## config.mk

```make
export PLATFORM = sky130hd
export DESIGN_NAME = segment_ones_complement_checker_top
export DESIGN_NICKNAME = d
export VERILOG_FILES = /design/src/rtl/core/socc_pkg.sv /design/src/rtl/core/segment_ones_complement_checker_top.sv
export SDC_FILE = /design/constraint.sdc
export NUM_CORES = 1
export LEC_CHECK = 0
export ABC_AREA = 0
export BUFFER_PORTS_ARGS = -buffer_cell sky130_fd_sc_hd__buf_4
export CORE_ASPECT_RATIO = 1.2
export CORE_MARGIN = 1
export CORE_UTILIZATION = 40
export CTS_BUF_LIST = sky130_fd_sc_hd__clkbuf_8
export DETAILED_ROUTE_END_ITERATION = 8
export SYNTH_ARGS = -nofsm -noshare
export SYNTH_HDL_FRONTEND = slang
export SYNTH_SLANG_ARGS = --single-unit
```

## constraint.sdc

```tcl
create_clock -name clk -period 11.4 [get_ports clk]
set_input_delay 1.14 -clock clk [delete_from_list [all_inputs] [get_ports clk]]
set_output_delay 1.14 -clock clk [all_outputs]
set_load 0.005 [all_outputs]
```

## src/rtl/core/socc_pkg.sv

```systemverilog
`timescale 1ns / 1ps
// ----------------------------------------------------------------------------
// socc_pkg: shared types and helpers for the segment checksum checker
// Beat layouts for both channels, item kind codes and the end-around add.
// ----------------------------------------------------------------------------
package socc_pkg;

    localparam int SumWidth = 16;

    // Item kinds carried in cmd
    localparam logic CMD_HEADER = 1'b0;
    localparam logic CMD_DATA   = 1'b1;

    typedef struct packed {
        logic        cmd;
        logic [31:0] conn_id;
        logic [31:0] src_ip;
        logic [15:0] src_port;
        logic [15:0] hdr_flags;
        logic [15:0] data_len;
        logic [15:0] rx_checksum;
        logic [7:0]  data_byte;
    } item_t;

    typedef struct packed {
        logic [15:0] computed_sum;
        logic        corrupt;
    } result_t;

    // One's-complement add with end-around carry
    function automatic logic [SumWidth-1:0] oc_add(
        input logic [SumWidth-1:0] a,
        input logic [SumWidth-1:0] b
    );
        logic [SumWidth:0] s;
        begin
            s      = {1'b0, a} + {1'b0, b};
            oc_add = s[SumWidth-1:0] + {{(SumWidth-1){1'b0}}, s[SumWidth]};
        end
    endfunction

endpackage

```

## src/rtl/core/segment_ones_complement_checker_top.sv

```systemverilog
`timescale 1ns / 1ps
// ----------------------------------------------------------------------------
// segment_ones_complement_checker_top: segment checksum checker
// Path: the beat that completes a segment passes the input register, then the
//   sum update into the result register, which drives the result.
// Throughput: one beat per cycle when results drain; sum updates once per beat.
// Reset: asynchronous, active low; clears the segment state and both valid
//   flags, leaving the block idle and outside any segment.
// ----------------------------------------------------------------------------
module segment_ones_complement_checker_top
    import socc_pkg::*;
(
    input  logic    clk,
    input  logic    rst_n,
    input  logic    item_valid,
    output logic    item_ready,
    input  item_t   item,
    output logic    result_valid,
    input  logic    result_ready,
    output result_t result
);

    // Input register
    logic        in_valid_reg;
    item_t       in_item_reg;

    // Segment state
    logic [15:0] running_sum_reg, running_sum_next;
    logic [15:0] bytes_left_reg, bytes_left_next;
    logic [7:0]  held_low_byte_reg, held_low_byte_next;
    logic        odd_phase_reg, odd_phase_next;
    logic        in_segment_reg, in_segment_next;
    logic [15:0] expected_sum_reg, expected_sum_next;

    // Result register
    logic        result_valid_reg;
    result_t     result_reg;

    logic        advance;
    logic        emit;
    logic [15:0] final_sum;
    logic [15:0] final_expected;
    logic [18:0] hdr_raw;
    logic [16:0] hdr_fold1;
    logic [15:0] hdr_sum;
    logic [15:0] left_dec;
    logic [15:0] pair_word;

    // Stage two moves whenever the result slot is free or being drained
    assign advance    = !result_valid_reg || result_ready;
    assign item_ready = !in_valid_reg || advance;

    always_ff @(posedge clk or negedge rst_n)
    begin
        if (!rst_n)
        begin
            in_valid_reg <= 1'b0;
        end
        else if (item_ready)
        begin
            in_valid_reg <= item_valid;
        end
    end

    always_ff @(posedge clk)
    begin
        if (item_ready && item_valid)
        begin
            in_item_reg <= item;
        end
    end

    // Header sum: wide add of all seven words, then fold the carries back twice
    always_comb
    begin
        hdr_raw   = {3'b0, in_item_reg.conn_id[15:0]}
                  + {3'b0, in_item_reg.conn_id[31:16]}
                  + {3'b0, in_item_reg.src_ip[15:0]}
                  + {3'b0, in_item_reg.src_ip[31:16]}
                  + {3'b0, in_item_reg.src_port}
                  + {3'b0, in_item_reg.hdr_flags}
                  + {3'b0, in_item_reg.data_len};
        hdr_fold1 = {1'b0, hdr_raw[15:0]} + {14'b0, hdr_raw[18:16]};
        hdr_sum   = hdr_fold1[15:0] + {15'b0, hdr_fold1[16]};
    end

    always_comb
    begin
        running_sum_next   = running_sum_reg;
        bytes_left_next    = bytes_left_reg;
        held_low_byte_next = held_low_byte_reg;
        odd_phase_next     = odd_phase_reg;
        in_segment_next    = in_segment_reg;
        expected_sum_next  = expected_sum_reg;
        emit               = 1'b0;
        left_dec           = bytes_left_reg - 16'd1;
        pair_word          = {in_item_reg.data_byte, held_low_byte_reg};

        if (in_valid_reg && advance)
        begin
            if (in_item_reg.cmd == CMD_HEADER)
            begin
                running_sum_next   = hdr_sum;
                bytes_left_next    = in_item_reg.data_len;
                expected_sum_next  = in_item_reg.rx_checksum;
                held_low_byte_next = 8'd0;
                odd_phase_next     = 1'b0;
                in_segment_next    = (in_item_reg.data_len != 16'd0);
                emit               = (in_item_reg.data_len == 16'd0);
            end
            else if (in_segment_reg)
            begin
                bytes_left_next = left_dec;
                if (!odd_phase_reg)
                begin
                    held_low_byte_next = in_item_reg.data_byte;
                    odd_phase_next     = 1'b1;
                    if (left_dec == 16'd0)
                    begin
                        // odd tail: add the byte with a zero high half
                        running_sum_next = oc_add(running_sum_reg,
                                                  {8'd0, in_item_reg.data_byte});
                        emit             = 1'b1;
                    end
                end
                else
                begin
                    running_sum_next   = oc_add(running_sum_reg, pair_word);
                    held_low_byte_next = 8'd0;
                    odd_phase_next     = 1'b0;
                    emit               = (left_dec == 16'd0);
                end
            end

            if (emit)
            begin
                in_segment_next    = 1'b0;
                odd_phase_next     = 1'b0;
                held_low_byte_next = 8'd0;
                bytes_left_next    = 16'd0;
            end
        end

        final_sum      = ~running_sum_next;
        final_expected = expected_sum_next;
    end

    always_ff @(posedge clk or negedge rst_n)
    begin
        if (!rst_n)
        begin
            running_sum_reg   <= '0;
            bytes_left_reg    <= '0;
            held_low_byte_reg <= '0;
            odd_phase_reg     <= 1'b0;
            in_segment_reg    <= 1'b0;
            expected_sum_reg  <= '0;
            result_valid_reg  <= 1'b0;
        end
        else
        begin
            running_sum_reg   <= running_sum_next;
            bytes_left_reg    <= bytes_left_next;
            held_low_byte_reg <= held_low_byte_next;
            odd_phase_reg     <= odd_phase_next;
            in_segment_reg    <= in_segment_next;
            expected_sum_reg  <= expected_sum_next;
            if (advance)
            begin
                result_valid_reg <= emit;
            end
        end
    end

    always_ff @(posedge clk)
    begin
        if (emit)
        begin
            result_reg.computed_sum <= final_sum;
            result_reg.corrupt      <= (final_sum != final_expected);
        end
    end

    assign result_valid = result_valid_reg;
    assign result       = result_reg;

`ifndef SYNTHESIS
    // A held low byte only exists inside a segment
    assert property (@(posedge clk) disable iff (!rst_n)
        odd_phase_reg |-> in_segment_reg)
    else $error("odd phase set outside a segment");

    // Inside a segment at least one byte is still owed; outside, none
    assert property (@(posedge clk) disable iff (!rst_n)
        in_segment_reg == (bytes_left_reg != 16'd0))
    else $error("byte count disagrees with segment flag");

    // A new result only follows a beat taken from the input register
    assert property (@(posedge clk) disable iff (!rst_n)
        $rose(result_valid_reg) |-> $past(in_valid_reg))
    else $error("result raised without an input beat");

    // A stalled result is never overwritten
    assert property (@(posedge clk) disable iff (!rst_n)
        (result_valid_reg && !result_ready) |=> $stable(result_reg))
    else $error("pending result overwritten");
`endif

endmodule

```

==> impl_metrics.ini, run 1 <==
[timing]
clock_period_minus_final_worst_setup_slack_ns = 10.39
setup_violations = 0
finalClockSkew_ns = 0.0297
tightest_slew_ns = 1.13
fin_setup_tns_ns = 0
final_min_period_over_clock_period_pct = 91.2
drv_slew = 0
timing_hold_violations_final = 0
timing.slew.headroom_pct = 24.1
fmax_mhz = 96.2
setup_repair_after_global_routing_missed_its_margin = no

[logic_synthesis]
synth-main-ff-cell = sky130_fd_sc_hd__edfxtp_1
synth.avg_cell_area_sq_um = 10.5
synth_commonest_cells = 205 x sky130_fd_sc_hd__inv_1, 154 x sky130_fd_sc_hd__edfxtp_1, 110 x sky130_fd_sc_hd__nand2_1, 81 x sky130_fd_sc_hd__fa_1, 73 x sky130_fd_sc_hd__nor2_1
synth-async-reset-ratio_pct = 28.0
post-synth-top-area-cell = sky130_fd_sc_hd__edfxtp_1
synth.lib_cells_used.distinct = 83
synth_edf_count = 154
yosysWarningCount = 0
post-synth-top-count-cell = sky130_fd_sc_hd__inv_1
postSynthCellCount = 1350
post_synth_main_area_contributors = sky130_fd_sc_hd__edfxtp_1 33%, sky130_fd_sc_hd__fa_1 11%, sky130_fd_sc_hd__dfrtp_1 11%
yosysTopAreaCellShare_pct = 32.7
synth_seq_cells = 214
seq_area_frac_synth_pct = 43.3
post_synth_instance_area_sq_um = 14200
synth_nets = 1628

[pwr]
power.share.switching_pct = 48.4
internal_power_w = 0.00266
share_seq_of_total_power_pct = 20.7
ratio_of_total_power_to_cell_area_nw_per_um2 = 311
combinationalPowerShare_pct = 65.6
clkPwrFrac_pct = 13.8
switching_power_w = 0.00250
cellLeakagePower_nw = 7.24
vdd_drop_max_v = 0.000203

[final_layout]
largest_register_ffs = 137
diodes_inserted = 0
post-route-cell-area_sq_um = 16600
area_growth_syn_to_layout_pct = 17.4
final_layout_size_suffix_gt1_share_pct = 16.5
number_of_nets_in_the_layout = 1799

[drt]
ant_nets = 0
postRouteWirelength_mm = 37.8
1st_iter_drt_viols = 610
detail_route.wl_per_cell_um = 18.8
drt-vias-per-instance = 5.27
drt-pass1-iter-count = 7
drt_drc_violations_left = 0
dr_total_vias = 10600

[setup_path]
critical-path-top-cell-by-count = sky130_fd_sc_hd__inv_1
cp_buf_inv_count = 6
worst_ep_arrival_time_ns = 10.66
worst-setup-path-type = reg2reg
crit_family = adder cells
slowest_delay_ns = 0.56
crit_path_top_delay_cell = sky130_fd_sc_hd__fa_1
worst-path-max-fanout = 7
worstPathRequired_ns = 11.67
critical_path.endpoint_type = register
timing.critical_path.from_type = register

[cts]
clk_pin_slew_worst_paths_ns = 0.06
post_cts_resize_count = 0
clock-sinks = 214
ctsHoldBuffers = 0
tritoncts.num_buffers = 40
cts_tree = done
ctsRootBufferMaster = sky130_fd_sc_hd__clkbuf_8
htreeDepth = 2
clock_tree_buffer_depth = 3
worstSkewPairLatency_ns = 0.56
post_cts_buffers = 0

[placed_design]
dp_hpwl_mm = 29.6
dpl_cell_area_sq_um = 15900
buffer_ports.inserted = 159
gp_congestion = 0.969

[global_routing]
grt_pass1_wl_mm = 59.6
initial_antenna_violation_count = 0
grt_overflow_total = 0
gr-usage-all-layers_pct = 21.4
maximum_number_of_pins_on_one_net_before_global_route_repair = 80
number_of_global_route_vias_before_repair = 11000

[die]
num_rows = 75
floorplan.initialDensity_pct = 40.6
floorplan.die.height_um = 208
chipWidth_um = 174
placeableCoreArea_sq_um = 34900
die_area_sq_um = 36100
design.portCount = 160

[worst_hold_path]
hold_path.class = reg2reg

[run_status]
run_status = finished clean

[flow_run]
max-cap-violations = 0
power groups by stage:
stage | sequential (W) | clock (W) | combinational [W]
after floorplan | 0.00101 | 0 | 0.00247
final | 0.00107 | 0.000710 | 0.00339
after global placement | 0.00108 | 0 | 0.00336
after global routing | 0.00108 | 0.000769 | 0.00373
after CTS | 0.00107 | 0.000739 | 0.00337
after detailed placement | 0.00108 | 0 | 0.00334
logic make-up (layout without fill, tap and decap cells):
group	after synthesis	in the layout	synth area share, %
AO/OA/AOI/OAI	278	278	13.5
XOR/XNOR	80	80	5.35
adder cells (fa/ha/maj)	138	138	16.5
buffers and inverters	246	449	6.61
flip-flops	214	214	43.3
multiplexers	19	19	1.39
AND/OR/NAND/NOR	375	375	13.4
worst paths after layout:
check	from	endpoint	slack, ns	cells after the start
max	in_item_reg[29]$_DFFE_PP_	result[0]$_DFFE_PP_	1.01	43
min in group asynchronous	rst_n	held_low_byte_reg[6]$_DFFE_PN0P_	0.65	1
max in group asynchronous	rst_n	expected_sum_reg[3]$_DFF_PN0_	10.11	1
max reg2reg	in_item_reg[29]$_DFFE_PP_	result[0]$_DFFE_PP_	1.01	43
min reg2reg	in_item_reg[23]$_DFFE_PP_	expected_sum_reg[15]$_DFF_PN0_	0.50	2
min	in_item_reg[23]$_DFFE_PP_	expected_sum_reg[15]$_DFF_PN0_	0.50	2
metal layers:
metal	vias to the layer above	global-route usage (%)	wire, um
met2	351	37.5	19100
met3	110	3.38	1670
met5	-	0	0
met1	5064	24.7	14900
met4	0	12.4	2150
li1	5097	-	-
metrics by stage:
stage / instances / utilization (%) / power (W) / hold WS (ns) / setup slack (ns)
6_report: 2015 / 47.6 / 0.00517 / 0.500 / 1.01
5_1_grt: 2015 / 47.6 / 0.00558 / 0.520 / 0.110
4_1_cts: 2015 / 47.6 / 0.00518 / 0.508 / 0.857
3_5_place_dp: 1941 / 45.4 / 0.00443 / 0.488 / 0.899
3_3_place_gp: 1941 / 45.4 / 0.00445 / 0.491 / 1.15
2_1_floorplan: 1350 / - / 0.00348 / 0.441 / 2.12
layout by cell type (no fill, tap or decap), types with 12 or more instances in the layout:
cell,instances
sky130_fd_sc_hd__nand4_1,13
sky130_fd_sc_hd__a21oi_1,55
sky130_fd_sc_hd__fa_1,81
sky130_fd_sc_hd__nor2_1,72
sky130_fd_sc_hd__nor2b_1,12
sky130_fd_sc_hd__o211ai_1,14
sky130_fd_sc_hd__mux2i_1,14
sky130_fd_sc_hd__dfrtp_1,60
sky130_fd_sc_hd__nand2b_1,17
sky130_fd_sc_hd__inv_1,214
sky130_fd_sc_hd__o21ai_0,48
sky130_fd_sc_hd__a31oi_1,12
sky130_fd_sc_hd__ha_1,56
sky130_fd_sc_hd__edfxtp_1,154
sky130_fd_sc_hd__o22ai_1,26
sky130_fd_sc_hd__buf_4,170
sky130_fd_sc_hd__nand2_1,110
sky130_fd_sc_hd__xnor2_1,43
sky130_fd_sc_hd__xor2_1,33
sky130_fd_sc_hd__nor3_1,29
sky130_fd_sc_hd__clkbuf_8,41
sky130_fd_sc_hd__nand3_1,31
sky130_fd_sc_hd__a211oi_1,12
sky130_fd_sc_hd__a21o_1,13
sky130_fd_sc_hd__nor4_1,21
area by class of cell:
type                       instances  area (sq um)
timing repair buffer             170          1280
clock buffer                      41           564
clock inverter                    33           198
tap                              462           578
fill                            3298         18300
multi-input combinational        890          7100
inverter                         205           769
sequential                       214          6130
worst min-delay path, delay by kind of cell (launching register included):
kind             cells  cell delay [ns]
flip-flops           1             0.32
AND/OR/NAND/NOR      2             0.14
No activity file was read; power rests on OpenSTA's default activity.
==> inputs of run 2 (changes only) <==
--- a/config.mk
+++ b/config.mk
@@ -8,10 +8,11 @@
 export ABC_AREA = 0
 export BUFFER_PORTS_ARGS = -buffer_cell sky130_fd_sc_hd__buf_4
 export CORE_ASPECT_RATIO = 1.2
-export CORE_MARGIN = 1
-export CORE_UTILIZATION = 40
+export CORE_MARGIN = 4
+export CORE_UTILIZATION = 61
 export CTS_BUF_LIST = sky130_fd_sc_hd__clkbuf_8
 export DETAILED_ROUTE_END_ITERATION = 8
+export PLACE_DENSITY = 0.83
 export SYNTH_ARGS = -nofsm -noshare
 export SYNTH_HDL_FRONTEND = slang
 export SYNTH_SLANG_ARGS = --single-unit
==> impl_metrics.ini, run 2 (synthesis gave the netlist of run 1 again) <==
[global_routing]
grt_overflow_total = 0
grt_pass1_wl_mm = 60.3
number_of_global_route_vias_before_repair = 11400
maximum_number_of_pins_on_one_net_before_global_route_repair = 90
initial_antenna_violation_count = 0
gr-usage-all-layers_pct = 30.0

[placed_design]
dp_hpwl_mm = 29.6
gp_congestion = 0.970
buffer_ports.inserted = 159
dpl_cell_area_sq_um = 15600
dp.cells = 1786

[cts]
clk_pin_slew_worst_paths_ns = 0.06
tritoncts.num_buffers = 35
ctsRootBufferMaster = sky130_fd_sc_hd__clkbuf_8
worstSkewPairLatency_ns = 0.53
post_cts_buffers = 0
post_cts_resize_count = 0
htreeDepth = 2
ctsHoldBuffers = 0
cts_tree = done
clock-sinks = 214
clock_tree_buffer_depth = 3

[die]
chipWidth_um = 147
design.portCount = 160
floorplan.initialDensity_pct = 62.4
die_area_sq_um = 25700
num_rows = 60
floorplan.die.height_um = 175
placeableCoreArea_sq_um = 22700

[drt]
dr_total_vias = 11100
postRouteWirelength_mm = 38.3
1st_iter_drt_viols = 1008
ant_nets = 0
drt-vias-per-instance = 6.02
drt_drc_violations_left = 0
drt-pass1-iter-count = 6
detail_route.wl_per_cell_um = 20.7

[setup_path]
critical-path-top-cell-by-count = sky130_fd_sc_hd__inv_1
worst-setup-path-type = reg2reg
crit_path_top_delay_cell = sky130_fd_sc_hd__fa_1
critical_path.endpoint_type = register
worstPathRequired_ns = 11.64
worst_ep_arrival_time_ns = 10.77
timing.critical_path.from_type = register
slowest_delay_ns = 0.58
worst-path-max-fanout = 7

[final_layout]
finalNonFillerCells = 1850
post-route-cell-area_sq_um = 16300
number_of_nets_in_the_layout = 1791
diodes_inserted = 0
reg_area_sq_um = 6130
final_layout_size_suffix_gt1_share_pct = 15.8
area_of_combinational_cells_with_multiple_inputs_sq_um = 7100
largest_register_ffs = 137
area_growth_syn_to_layout_pct = 15.4
layout.cells.most_common = sky130_fd_sc_hd__inv_1
n_fill_cell = 1650
mostFrequentLayoutCells = 216 x sky130_fd_sc_hd__inv_1, 167 x sky130_fd_sc_hd__buf_4, 154 x sky130_fd_sc_hd__edfxtp_1

[flow_run]
max-cap-violations = 0

[pwr]
combinationalPowerShare_pct = 65.4
internal_power_w = 0.00263
share_seq_of_total_power_pct = 21.3
ratio_of_total_power_to_cell_area_nw_per_um2 = 311
switching_power_w = 0.00245
totalPowerFinal_w = 0.00508
power.share.switching_pct = 48.3
vdd_drop_max_v = 0.000244
clkPwrFrac_pct = 13.3
cellLeakagePower_nw = 7.20

[timing]
timing_hold_violations_final = 0
drv_slew = 0
setup_repair_after_global_routing_missed_its_margin = no
tightest_slew_ns = 1.14
fmax_mhz = 95.0
fin_setup_tns_ns = 0
finalClockSkew_ns = 0.0203
setup_violations = 0
timing.slew.headroom_pct = 23.0
final_min_period_over_clock_period_pct = 92.4
clock_period_minus_final_worst_setup_slack_ns = 10.53

[run_status]
run_status = finished clean

[worst_hold_path]
hold_path.class = reg2reg
-- run 2: area by class of cell --
type,instances,area share (%)
inverters,205,4.71
well taps,310,2.38
clock inverters,28,1.20
repair buffers,167,7.68
flip-flops and latches,214,37.5
multi-input cells,890,43.5
clock buffers,36,3.03
-- run 2: metrics by stage --
step / hold WS, ns / util, % / setup WS [ns]
finish: 0.499 / 72.0 / 0.870
global route: 0.518 / 72.0 / 0.0695
CTS: 0.505 / 72.0 / 0.928
detailed placement: 0.490 / 69.0 / 0.958
global placement: 0.478 / 69.0 / 1.33
floorplan: 0.441 / - / 2.12
-- run 2: power by group through the flow --
stage / Sequential (W) / Clock [W] / Combinational, W
detailed placement: 0.00109 / 0 / 0.00324
global route: 0.00109 / 0.000718 / 0.00365
floorplan: 0.00101 / 0 / 0.00247
CTS: 0.00108 / 0.000684 / 0.00328
global placement: 0.00109 / 0 / 0.00319
finish: 0.00108 / 0.000674 / 0.00332
-- run 2: final timing paths --
check / endpoint / startpoint / slack, ns / depth (start not counted)
setup / recovery: result[0]$_DFFE_PP_ / in_item_reg[29]$_DFFE_PP_ / 0.87 / 43
max in group asynchronous: expected_sum_reg[3]$_DFF_PN0_ / rst_n / 10.11 / 1
hold reg to reg: expected_sum_reg[8]$_DFF_PN0_ / in_item_reg[16]$_DFFE_PP_ / 0.50 / 2
setup reg to reg: result[0]$_DFFE_PP_ / in_item_reg[29]$_DFFE_PP_ / 0.87 / 43
hold / removal: expected_sum_reg[8]$_DFF_PN0_ / in_item_reg[16]$_DFFE_PP_ / 0.50 / 2
min in group asynchronous: held_low_byte_reg[2]$_DFFE_PN0P_ / rst_n / 0.69 / 1
-- run 2: routing by layer --
layer | routed length [um] | track usage [%] | up-vias
li1 | - | - | 5099
met1 | 13900 | 35.3 | 5400
met2 | 19800 | 53.2 | 490
met3 | 2220 | 3.81 | 152
met4 | 2460 | 16.5 | 0
met5 | 0 | 0 | -
-- run 2: worst max-delay path: cells and delay by family, from the launching register on --
kind | cells | cell delay (ns)
flops | 1 | 0.39
compound gates | 16 | 3.38
fa+ha+maj | 9 | 3.52
xor+xnor | 2 | 0.23
buf+inv | 6 | 0.43
simple gates | 10 | 2.26
